===== src/rtl/core/pfx_pkg.sv =====
// Shared types and header offsets for the packet header field extractor.
package pfx_pkg;

    localparam logic [15:0] ET_IPV4      = 16'h0800;
    localparam logic [15:0] ET_IPV6      = 16'h86DD;
    localparam logic [7:0]  PROTO_TCP    = 8'd6;
    localparam logic [7:0]  PROTO_UDP    = 8'd17;
    localparam logic [3:0]  IP4_GOOD_IHL = 4'd5;

    localparam logic [15:0] POS_ETYPE_HI = 16'd12;
    localparam logic [15:0] POS_ETYPE_LO = 16'd13;
    localparam logic [15:0] ETH_HDR_LEN  = 16'd14;
    localparam logic [15:0] IP4_HDR_LEN  = 16'd20;
    localparam logic [15:0] IP6_HDR_LEN  = 16'd40;
    localparam logic [15:0] TCP_HDR_LEN  = 16'd20;
    localparam logic [15:0] UDP_HDR_LEN  = 16'd8;
    localparam logic [15:0] L4_OFF_IP4   = ETH_HDR_LEN + IP4_HDR_LEN;
    localparam logic [15:0] L4_OFF_IP6   = ETH_HDR_LEN + IP6_HDR_LEN;
    localparam logic [15:0] LEN_MAX      = 16'hFFFF;

    // offsets inside the IPv4 header
    localparam logic [15:0] IP4_VER_IHL  = 16'd0;
    localparam logic [15:0] IP4_PROTO    = 16'd9;
    localparam logic [15:0] IP4_SRC      = 16'd12;
    localparam logic [15:0] IP4_DST      = 16'd16;
    // offsets inside the IPv6 header
    localparam logic [15:0] IP6_NEXT_HDR = 16'd6;
    localparam logic [15:0] IP6_SRC_HI   = 16'd8;
    localparam logic [15:0] IP6_SRC_LO   = 16'd16;
    localparam logic [15:0] IP6_DST_HI   = 16'd24;
    localparam logic [15:0] IP6_DST_LO   = 16'd32;
    // offsets inside the TCP/UDP header
    localparam logic [15:0] L4_SPORT_HI  = 16'd0;
    localparam logic [15:0] L4_SPORT_LO  = 16'd1;
    localparam logic [15:0] L4_DPORT_HI  = 16'd2;
    localparam logic [15:0] L4_DPORT_LO  = 16'd3;
    localparam logic [15:0] L4_SEQ       = 16'd4;
    localparam logic [15:0] L4_SEQ_END   = 16'd8;

    typedef struct packed {
        logic [15:0] ether_type;
        logic [7:0]  ip_proto;
        logic [63:0] src_high;
        logic [63:0] src_low;
        logic [63:0] dst_high;
        logic [63:0] dst_low;
        logic [15:0] sport;
        logic [15:0] dport;
        logic [31:0] seq;
        logic        ihl_bad;
    } t_hdr;

    // first field in the highest bits
    typedef struct packed {
        logic [15:0] payload_length;
        logic [15:0] packet_length;
        logic [31:0] sequence_res;
        logic [15:0] port_dst;
        logic [15:0] port_src;
        logic [63:0] dst_low;
        logic [63:0] dst_high;
        logic [63:0] src_low;
        logic [63:0] src_high;
        logic [7:0]  l4_type;
        logic [15:0] l3_type;
    } t_result;

    localparam int RESULT_W = $bits(t_result);

endpackage


===== src/rtl/core/pfx_capture.sv =====
// Per-byte header field capture: byte counter and captured header fields.
module pfx_capture
    import pfx_pkg::*;
(
    input  logic        i_clk,
    input  logic        i_rst_n,
    input  logic        i_accept,
    input  logic [7:0]  i_byte,
    input  logic        i_last,
    output t_hdr        o_hdr,
    output logic [15:0] o_len
);

    logic [15:0] r_pos;
    logic [15:0] n_pos;
    t_hdr        r_hdr;
    t_hdr        n_hdr;
    logic [15:0] rel;
    logic [15:0] l4_off;
    logic [15:0] l4_rel;
    logic        is_v4;
    logic        is_v6;

    // replace byte k (0 = most significant) of a 64-bit word
    function automatic logic [63:0] put_byte(logic [63:0] w, logic [2:0] k, logic [7:0] b);
        logic [63:0] r;
        r = w;
        for (int i = 0; i < 8; i++) begin
            if (k == 3'(i)) begin
                r[8*(7-i) +: 8] = b;
            end
        end
        return r;
    endfunction

    assign is_v4  = (r_hdr.ether_type == ET_IPV4);
    assign is_v6  = (r_hdr.ether_type == ET_IPV6);
    assign rel    = r_pos - ETH_HDR_LEN;
    assign l4_off = is_v4 ? L4_OFF_IP4 : (is_v6 ? L4_OFF_IP6 : ETH_HDR_LEN);
    assign l4_rel = r_pos - l4_off;
    assign n_pos  = (r_pos != LEN_MAX) ? r_pos + 16'd1 : LEN_MAX;

    always_comb begin
        n_hdr = r_hdr;
        if (r_pos == POS_ETYPE_HI) begin
            n_hdr.ether_type = {i_byte, 8'h00};
        end else if (r_pos == POS_ETYPE_LO) begin
            n_hdr.ether_type[7:0] = i_byte;
        end else if (r_pos < ETH_HDR_LEN) begin
            n_hdr = r_hdr;
        end else if (is_v4 && r_pos < L4_OFF_IP4) begin
            if (rel == IP4_VER_IHL) begin
                n_hdr.ihl_bad = (i_byte[3:0] != IP4_GOOD_IHL);
            end else if (rel == IP4_PROTO) begin
                n_hdr.ip_proto = i_byte;
            end else if (rel >= IP4_SRC && rel < IP4_DST) begin
                n_hdr.src_high = put_byte(r_hdr.src_high, {1'b0, rel[1:0]}, i_byte);
            end else if (rel >= IP4_DST) begin
                n_hdr.dst_high = put_byte(r_hdr.dst_high, {1'b0, rel[1:0]}, i_byte);
            end
        end else if (is_v6 && r_pos < L4_OFF_IP6) begin
            if (rel == IP6_NEXT_HDR) begin
                n_hdr.ip_proto = i_byte;
            end else if (rel >= IP6_SRC_HI && rel < IP6_SRC_LO) begin
                n_hdr.src_high = put_byte(r_hdr.src_high, rel[2:0], i_byte);
            end else if (rel >= IP6_SRC_LO && rel < IP6_DST_HI) begin
                n_hdr.src_low = put_byte(r_hdr.src_low, rel[2:0], i_byte);
            end else if (rel >= IP6_DST_HI && rel < IP6_DST_LO) begin
                n_hdr.dst_high = put_byte(r_hdr.dst_high, rel[2:0], i_byte);
            end else if (rel >= IP6_DST_LO) begin
                n_hdr.dst_low = put_byte(r_hdr.dst_low, rel[2:0], i_byte);
            end
        end else if (r_pos >= l4_off &&
                     (r_hdr.ip_proto == PROTO_TCP || r_hdr.ip_proto == PROTO_UDP)) begin
            if (l4_rel == L4_SPORT_HI) begin
                n_hdr.sport = {i_byte, 8'h00};
            end else if (l4_rel == L4_SPORT_LO) begin
                n_hdr.sport[7:0] = i_byte;
            end else if (l4_rel == L4_DPORT_HI) begin
                n_hdr.dport = {i_byte, 8'h00};
            end else if (l4_rel == L4_DPORT_LO) begin
                n_hdr.dport[7:0] = i_byte;
            end else if (r_hdr.ip_proto == PROTO_TCP && l4_rel >= L4_SEQ &&
                         l4_rel < L4_SEQ_END) begin
                case (l4_rel[1:0])
                    2'd0:    n_hdr.seq[31:24] = i_byte;
                    2'd1:    n_hdr.seq[23:16] = i_byte;
                    2'd2:    n_hdr.seq[15:8]  = i_byte;
                    default: n_hdr.seq[7:0]   = i_byte;
                endcase
            end
        end
    end

    // state is wiped after every final byte, kept or dropped
    always_ff @(posedge i_clk) begin
        if (!i_rst_n) begin
            r_pos <= '0;
            r_hdr <= '0;
        end else if (i_accept) begin
            if (i_last) begin
                r_pos <= '0;
                r_hdr <= '0;
            end else begin
                r_pos <= n_pos;
                r_hdr <= n_hdr;
            end
        end
    end

    assign o_hdr = n_hdr;
    assign o_len = n_pos;

`ifndef ASSERT_OFF
    a_pos_clear: assert property (@(posedge i_clk) disable iff (!i_rst_n)
        i_accept && i_last |=> r_pos == 16'd0 && r_hdr == '0)
        else $error("byte position not cleared after final byte");

    a_pos_step: assert property (@(posedge i_clk) disable iff (!i_rst_n)
        i_accept && !i_last && r_pos != LEN_MAX |=> r_pos == $past(r_pos) + 16'd1)
        else $error("byte position did not advance by one");
`endif

endmodule


===== src/rtl/core/pfx_result.sv =====
// Completeness check and length arithmetic that form the metadata record.
module pfx_result
    import pfx_pkg::*;
(
    input  t_hdr        i_hdr,
    input  logic [15:0] i_len,
    output logic        o_ok,
    output t_result     o_result
);

    logic [15:0] l3_end;
    logic [15:0] hdr_len;
    logic        is_v4;
    logic        is_v6;
    logic        l3_ok;

    assign is_v4  = (i_hdr.ether_type == ET_IPV4);
    assign is_v6  = (i_hdr.ether_type == ET_IPV6);
    assign l3_end = is_v4 ? L4_OFF_IP4 : (is_v6 ? L4_OFF_IP6 : ETH_HDR_LEN);

    always_comb begin
        l3_ok = 1'b1;
        if (i_len < ETH_HDR_LEN) begin
            l3_ok = 1'b0;
        end else if (is_v4 && (i_len < l3_end || i_hdr.ihl_bad)) begin
            l3_ok = 1'b0;
        end else if (is_v6 && i_len < l3_end) begin
            l3_ok = 1'b0;
        end
    end

    always_comb begin
        hdr_len = l3_end;
        o_ok    = l3_ok;
        if (l3_ok && i_hdr.ip_proto == PROTO_TCP) begin
            hdr_len = l3_end + TCP_HDR_LEN;
            o_ok    = (i_len >= hdr_len);
        end else if (l3_ok && i_hdr.ip_proto == PROTO_UDP) begin
            hdr_len = l3_end + UDP_HDR_LEN;
            o_ok    = (i_len >= hdr_len);
        end
    end

    always_comb begin
        o_result.l3_type        = i_hdr.ether_type;
        o_result.l4_type        = i_hdr.ip_proto;
        o_result.src_high       = i_hdr.src_high;
        o_result.src_low        = i_hdr.src_low;
        o_result.dst_high       = i_hdr.dst_high;
        o_result.dst_low        = i_hdr.dst_low;
        o_result.port_src       = i_hdr.sport;
        o_result.port_dst       = i_hdr.dport;
        o_result.sequence_res   = i_hdr.seq;
        o_result.packet_length  = i_len;
        o_result.payload_length = i_len - hdr_len;
    end

endmodule


===== src/rtl/core/pfx_obuf.sv =====
// Result register with a skid entry so input bytes keep flowing while a record waits.
module pfx_obuf
    import pfx_pkg::*;
(
    input  logic    i_clk,
    input  logic    i_rst_n,
    input  logic    i_push,
    input  t_result i_data,
    input  logic    i_ready,
    output logic    o_valid,
    output t_result o_data,
    output logic    o_space
);

    logic    r_out_valid;
    logic    r_skid_valid;
    t_result r_out;
    t_result r_skid;
    logic    pop;

    assign pop = r_out_valid && i_ready;

    always_ff @(posedge i_clk) begin
        if (!i_rst_n) begin
            r_out_valid  <= 1'b0;
            r_skid_valid <= 1'b0;
        end else if (r_skid_valid) begin
            if (pop) begin
                r_skid_valid <= 1'b0;
            end
        end else if (i_push) begin
            if (r_out_valid && !pop) begin
                r_skid_valid <= 1'b1;
            end else begin
                r_out_valid <= 1'b1;
            end
        end else if (pop) begin
            r_out_valid <= 1'b0;
        end
    end

    always_ff @(posedge i_clk) begin
        if (r_skid_valid) begin
            if (pop) begin
                r_out <= r_skid;
            end
        end else if (i_push) begin
            if (r_out_valid && !pop) begin
                r_skid <= i_data;
            end else begin
                r_out <= i_data;
            end
        end
    end

    assign o_valid = r_out_valid;
    assign o_data  = r_out;
    assign o_space = !r_skid_valid;

`ifndef ASSERT_OFF
    a_skid_order: assert property (@(posedge i_clk) disable iff (!i_rst_n)
        r_skid_valid |-> r_out_valid)
        else $error("skid entry held while result register empty");

    a_no_overflow: assert property (@(posedge i_clk) disable iff (!i_rst_n)
        i_push |-> !r_skid_valid)
        else $error("record pushed into a full buffer");

    a_skid_drain: assert property (@(posedge i_clk) disable iff (!i_rst_n)
        r_skid_valid && pop |=> r_out_valid && !r_skid_valid)
        else $error("skid entry not moved into result register");
`endif

endmodule


===== src/rtl/core/packet_header_field_extractor.sv =====
// Accepting a complete packet's final byte registers its record into the result buffer.
// Throughput: one packet byte per cycle; the byte counter and field capture registers
// update every transaction, and a two-entry result buffer holds ready low only while
// two records wait downstream. Synchronous active-low reset clears the parser and buffer.
// Top level: Ethernet/IPv4/IPv6/TCP/UDP header field extractor.
module packet_header_field_extractor
    import pfx_pkg::*;
(
    input  logic                i_clk,
    input  logic                i_rst_n,
    input  logic                i_s_axis_tvalid,
    output logic                o_s_axis_tready,
    input  logic [7:0]          i_s_axis_tdata,   // data_byte
    input  logic                i_s_axis_tlast,   // last_byte
    output logic                o_m_axis_tvalid,
    input  logic                i_m_axis_tready,
    // l3_type, l4_type, src_high, src_low, dst_high, dst_low, port_src, port_dst,
    // sequence_res, packet_length, payload_length
    output logic [RESULT_W-1:0] o_m_axis_tdata
);

    logic        accept;
    logic        ok;
    t_hdr        hdr;
    logic [15:0] len;
    t_result     result;
    t_result     out_data;

    assign accept = i_s_axis_tvalid && o_s_axis_tready;

    pfx_capture u_capture (
        .i_clk    (i_clk),
        .i_rst_n  (i_rst_n),
        .i_accept (accept),
        .i_byte   (i_s_axis_tdata),
        .i_last   (i_s_axis_tlast),
        .o_hdr    (hdr),
        .o_len    (len)
    );

    pfx_result u_result (
        .i_hdr    (hdr),
        .i_len    (len),
        .o_ok     (ok),
        .o_result (result)
    );

    pfx_obuf u_obuf (
        .i_clk   (i_clk),
        .i_rst_n (i_rst_n),
        .i_push  (accept && i_s_axis_tlast && ok),
        .i_data  (result),
        .i_ready (i_m_axis_tready),
        .o_valid (o_m_axis_tvalid),
        .o_data  (out_data),
        .o_space (o_s_axis_tready)
    );

    assign o_m_axis_tdata = out_data;

endmodule


===== config.mk =====
export PLATFORM = sky130hd
export DESIGN_NAME = packet_header_field_extractor
export DESIGN_NICKNAME = d
export VERILOG_FILES = /design/src/rtl/core/pfx_pkg.sv /design/src/rtl/core/pfx_capture.sv /design/src/rtl/core/pfx_result.sv /design/src/rtl/core/pfx_obuf.sv /design/src/rtl/core/packet_header_field_extractor.sv
export SDC_FILE = /design/constraint.sdc
export NUM_CORES = 2
export LEC_CHECK = 0
export ABC_AREA = 1
export BUFFER_PORTS_ARGS = -buffer_cell sky130_fd_sc_hd__buf_2
export CAP_MARGIN = 20
export CORE_ASPECT_RATIO = 0.8
export CORE_MARGIN = 5
export CORE_UTILIZATION = 65
export CTS_CLUSTER_SIZE = 12
export DETAILED_ROUTE_END_ITERATION = 10
export PLACE_DENSITY_LB_ADDON = 0.15
export SLEW_MARGIN = 20
export SYNTH_ARGS = -nofsm -noshare
export SYNTH_HDL_FRONTEND = slang
export SYNTH_SLANG_ARGS = --single-unit

===== constraint.sdc =====
create_clock -name i_clk -period 41.8 [get_ports i_clk]
set_input_delay 2.09 -clock i_clk [delete_from_list [all_inputs] [get_ports i_clk]]
set_output_delay 2.09 -clock i_clk [all_outputs]
set_load 0.05 [all_outputs]

# Word-level counts from Yosys, hierarchy flattened
# Cells that the tools add are included.
[word_totals]
reg_bits = 1115
out_inout_bits = 378
in_bits = 13
wordCells = 236
[op_classes]
add_sub_neg = 6
reduce_logical = 33
n_lt_le_gt_ge = 18
bitwise_logic = 1
n_eq_ne = 32
n_mux = 111
[op_table]
columns = ["op", "count"]
rows = [
  ["$mux 376", 4],
  ["$mux 329", 3],
  ["$mux 64", 15],
  ["$mux 8", 53],
  ["$mux 345", 1],
  ["$mux 264", 1],
  ["$mux 128", 2],
  ["$mux 256", 1],
  ["$mux 192", 1],
  ["$mux 72", 2],
  ["$mux 16", 7],
  ["$mux 32", 3],
  ["$mux 48", 2],
  ["$eq 16x4->1 const B", 3],
  ["$ge 16x16->1", 3],
  ["$lt 16x4->1 const B", 3],
  ["$lt 16x6->1 const B", 3],
  ["$eq 16x12->1 const B", 2],
  ["$eq 16x16->1 const B", 2],
  ["$eq 16x2->1 const B", 2],
  ["$ge 16x4->1 const B", 2],
  ["$ge 16x5->1 const B", 2],
  ["$logic_not 16->1", 2],
  ["$lt 16x5->1 const B", 2],
  ["other kinds (32)", 80],
]

# Longest topological paths before layout
[logic_depth]
ltp_word = 29
depth_mapped = 42
depth_no_buf = 41

# Cells and area by module
# A second synthesis with hierarchy kept.
[hier_totals]
hier_cells = 7042
hier_area_um2 = 57385.0
[by_module_without_submodules]
columns = ["mod", "seq_area_each_um2", "area_each_um2", "instances", "cells_per_inst"]
rows = [
  ["pfx_obuf", 22621.7, 27591.5, 1, 1984],
  ["pfx_capture", 7226.9, 25859.8, 1, 4486],
  ["pfx_result", 0.0, 3918.8, 1, 568],
  ["packet_header_field_extractor", 0.0, 15.0, 1, 4],
]

# Least setup slack after synthesis
# OpenSTA, ideal clock, no wires.
[synth_timing]
path_type = "input to register"
startpoint = "in i_s_axis_tdata[1]"
endpoint = "reg u_obuf.r_out, in the netlist u_obuf.o_data[0] (enable)"
path_buffers = 0
setup_ps = 1122
setup_slack_ps = 20400
required_time_ps = 40678
path_stages = 22
arrival_time_ps = 20278
cell_sequence = "clkinv_1 > o21ai_0 > nand2_1 > nor4_1 > and3_1 > inv_1 > nand2_1 > inv_1 > ha_1 > a21oi_1 > nand2_1 > a21oi_1 > nand3_1 > inv_1 > nand2_1 > nand3_1 > nor2_1 > nand3_1 > nand3_1 > nand2_1 > nand2_1 > nor2_1"
[synth_lines]
columns = ["item", "line", "rtl"]
rows = [
  ["start: declaration", "packet_header_field_extractor.sv:13", "input logic [7:0] i_s_axis_tdata,"],
  ["end signal: assignment", "pfx_obuf.sv:45", "r_out <= r_skid;"],
  ["end signal: assignment", "pfx_obuf.sv:51", "r_out <= i_data;"],
  ["end: declaration", "pfx_obuf.sv:17", "t_result r_out;"],
]

==> qor.txt <==
status: finished clean
Final Hold Fails: 0
RSZ-0062 raised after global routing: false
relative slew slack: 0.184
hold wc startpoint: u_capture.r_hdr[259]
Period Utilization, post-route: 0.222
Core ar.: 75000 um2
global-route wire length before repair: 195000 um
area of the multi-input gates: 16100 um2
# port buffers: 390
Synth Flop Type: edfxtp_1
Min-Delay Endpoint: u_capture.r_hdr[259]
critical path buffer and inverter count: 7
drt pass-1 iters: 6
Bufs on Longest Clock Path: 3
Internal Power: 1.67 mW
routed wire length: 130000 um
Post-Synthesis Cells: 5386
number of global-route vias before repair: 34143
mapped cell area: 48900 um2
post_cts resized: 0
Vias: 38312
CP Max Fanout: 32
grt total ovfl: 0
Pwr per Cell Area: 38.7 nW/um2
Psw: 438 uW
Worst-Margin Slew: 1.22 ns
EDFF count, synth: 750
Arrival @ worst endpoint: 9.84 ns
CP Class: primary input to register
commonest non-fill, non-tap cell in the layout: nand2_1
detailed placer's ending HPWL: 79700 um
vias per std cell: 5.70
Worst-path clk slew: 0.06 ns
Yosys reg bits: 1113
ANT cells: 0
IO Pins: 391
Worst Clk Skew: 0.0229 ns
register-to-register setup slack: 34.02 ns
FF+latch area: 29800 um2
sequential fraction of design power: 0.551
setup TNS: 0 ns
Leakage: 21.2 nW
number of distinct library cells after synthesis: 51
CTS tree: built
setup bufs post-CTS: 0
pin count of the biggest net entering global routing: 256
initial antenna violation count: 2
starting density of the core: 0.652
Hold Buf Count CTS: 0
GRT Resource Usage Total: 0.309
gpl congestion: 0.892
fmax: 108 MHz
Setup crit start kind: primary input
drt wl/cell: 19.3 um
final routed DRC violation total: 0
syn_nets: 5430
Num CTS Buffers: 108
Clock Tree Root: clkbuf_16
count of clock tree sinks: 1113
Inst Count DP: 6516
chip height: 255 um
die area: 80800 um2
clk_lat worst skew: 0.69 ns
HP Class: register to register
H-tree Lvls: 3
Max stage delay cell, worst path: clkinv_1
FF-to-FF End: u_obuf.o_data[375]
VDD IR max: 29.5 uV
Slew Limit Fails: 0
switching share of total power: 0.208
# rows: 90
fill count: 5566
Crit. End Element: register
Final Non-Filler Cells: 6722
die width: 317 um
R2R Path Start: u_capture.r_pos[0]
crit-path max cell delay: 0.99 ns
ratio of cells with drive above 1 in the final layout: 0.122
commonest cells after routing, fill and taps aside: nand2_1, edfxtp_1, o21ai_0
final setup fails: 0
MaxCap Viol Count: 0
Final min period: 9.29 ns
YS warnings: 0
cell family with most CP delay: simple AND/OR/NAND/NOR gates
Comb power frac: 0.018
post-synthesis area per instance: 9.07 um2
Clock power frac: 0.432
CP dominant cell by count: nand2_1
Final Net Count: 5660
R2R depth: 34
First DRT Iteration DRCs: 4808
ys async rst share: 0
Seq/Total Area, Yosys: 0.610
Post-DRT Antenna Nets: 0
worst path required time: 42.35 ns
hold path cells: 2
area grow syn2layout: 11.5%
==> metal layers <==
metal / share of wire / vias up / track usage
li1: - / 18320 / -
met1: 0.43 / 17959 / 0.463
met2: 0.45 / 1799 / 0.465
met3: 0.095 / 232 / 0.0607
met4: 0.030 / 2 / 0.0958
met5: 0.000069 / - / 0
==> Yosys cell counts (2+ instances only) <==
| library cell | number | area (um2) |
|---|---|---|
| nand2_1 | 2032 | 7630 |
| edfxtp_1 | 750 | 22500 |
| o21ai_0 | 441 | 2210 |
| a21oi_1 | 420 | 2100 |
| inv_1 | 417 | 1570 |
| dfxtp_1 | 363 | 7270 |
| clkbuf_1 | 240 | 901 |
| nand3_1 | 114 | 571 |
| nor2_1 | 100 | 375 |
| o211ai_1 | 70 | 526 |
| a31oi_1 | 39 | 244 |
| nand4_1 | 38 | 238 |
| o21ai_1 | 34 | 170 |
| buf_1 | 33 | 124 |
| mux2_2 | 32 | 360 |
| ha_1 | 29 | 363 |
| buf_2 | 28 | 140 |
| inv_2 | 24 | 90.1 |
| nor3_1 | 19 | 95.1 |
| xor2_1 | 19 | 166 |
| o21a_1 | 18 | 135 |
| nor4_1 | 13 | 81.3 |
| nand2_2 | 11 | 68.8 |
| buf_4 | 8 | 60.1 |
| nand3_2 | 8 | 80.1 |
| or2_2 | 8 | 50.1 |
| clkinv_1 | 7 | 26.3 |
| nor2_2 | 7 | 43.8 |
| o21a_2 | 7 | 61.3 |
| buf_6 | 6 | 67.6 |
| nor2_4 | 6 | 67.6 |
| nor3_2 | 6 | 60.1 |
| xnor2_1 | 5 | 43.8 |
| nand3b_1 | 4 | 30.0 |
| nor4_4 | 4 | 85.1 |
| a211oi_1 | 3 | 22.5 |
| and3_1 | 3 | 18.8 |
| nor3_4 | 3 | 48.8 |
| a21o_1 | 2 | 15.0 |
| fa_1 | 2 | 40.0 |
| o21ai_2 | 2 | 17.5 |
| o21bai_1 | 2 | 15.0 |
==> cells by family after synthesis <==
family                     share of synthesized area
buffers and inverters                         0.0609
muxes                                        0.00758
AOI/OAI and AO/OA                              0.114
DFF                                            0.610
and+or+nand+nor                                0.196
adders and majority gates                    0.00824
xor gates and xnor gates                     0.00430
==> registers in the layout (all words and copies together), names as in the netlist <==
register,count
u_capture.r_hdr,345
u_obuf.o_data,375
u_obuf.r_skid_valid,1
u_obuf.r_skid,375
u_obuf.o_valid,1
u_capture.r_pos,16
==> worst min-delay path, cell delays in order, from the launching register on <==
cell and delay (ns):
dfxtp_1 0.31, nand2_1 0.06, a21oi_1 0.05
==> power by group through the flow <==
stage                     clock network, mW  registers [mW]  logic [mW]
after floorplan                           0            1.18      0.0202
after global placement                    0            1.18      0.0357
after detailed placement                  0            1.18      0.0358
after CTS                             0.917            1.16      0.0358
after global routing                  0.967            1.16      0.0381
final                                 0.909            1.16      0.0371
==> final cells by class <==
class                      count  share of cell area
sequential                  1113               0.547
multi-input combinational   3510               0.296
clock buffer                 186              0.0574
timing repair buffer         435              0.0431
inverter                     448              0.0313
tap                         1012              0.0232
clock inverter                18             0.00214
==> worst max-delay path by stage <==
stage | from | end | slack [ns] | cells past startpoint
5_1_grt | i_s_axis_tdata[7] | u_obuf.o_data[375] | 31.95 | 32
2_1_floorplan | i_s_axis_tdata[1] | u_obuf.o_data[0] | 20.40 | 22
3_5_place_dp | i_s_axis_tdata[7] | u_obuf.o_data[40] | 31.68 | 26
6_report | i_s_axis_tdata[7] | u_obuf.o_data[375] | 32.51 | 32
4_1_cts | i_s_axis_tdata[7] | u_obuf.o_data[29] | 32.40 | 26
3_3_place_gp | i_s_axis_tdata[7] | u_obuf.o_data[112] | 31.79 | 26
==> metrics by stage <==
step	power [mW]	instance area, um2	util	hold WS, ns	setup slack [ns]
4_1_cts	2.11	54400	0.726	0.460	32.40
5_1_grt	2.16	54500	0.726	0.474	31.95
6_report	2.11	54500	0.726	0.461	32.51
3_3_place_gp	1.22	51200	0.683	0.448	31.79
2_1_floorplan	1.20	48900	-	0.441	20.40
3_5_place_dp	1.22	51200	0.683	0.451	31.68
Note: power is estimated with default switching activity, not from simulation.
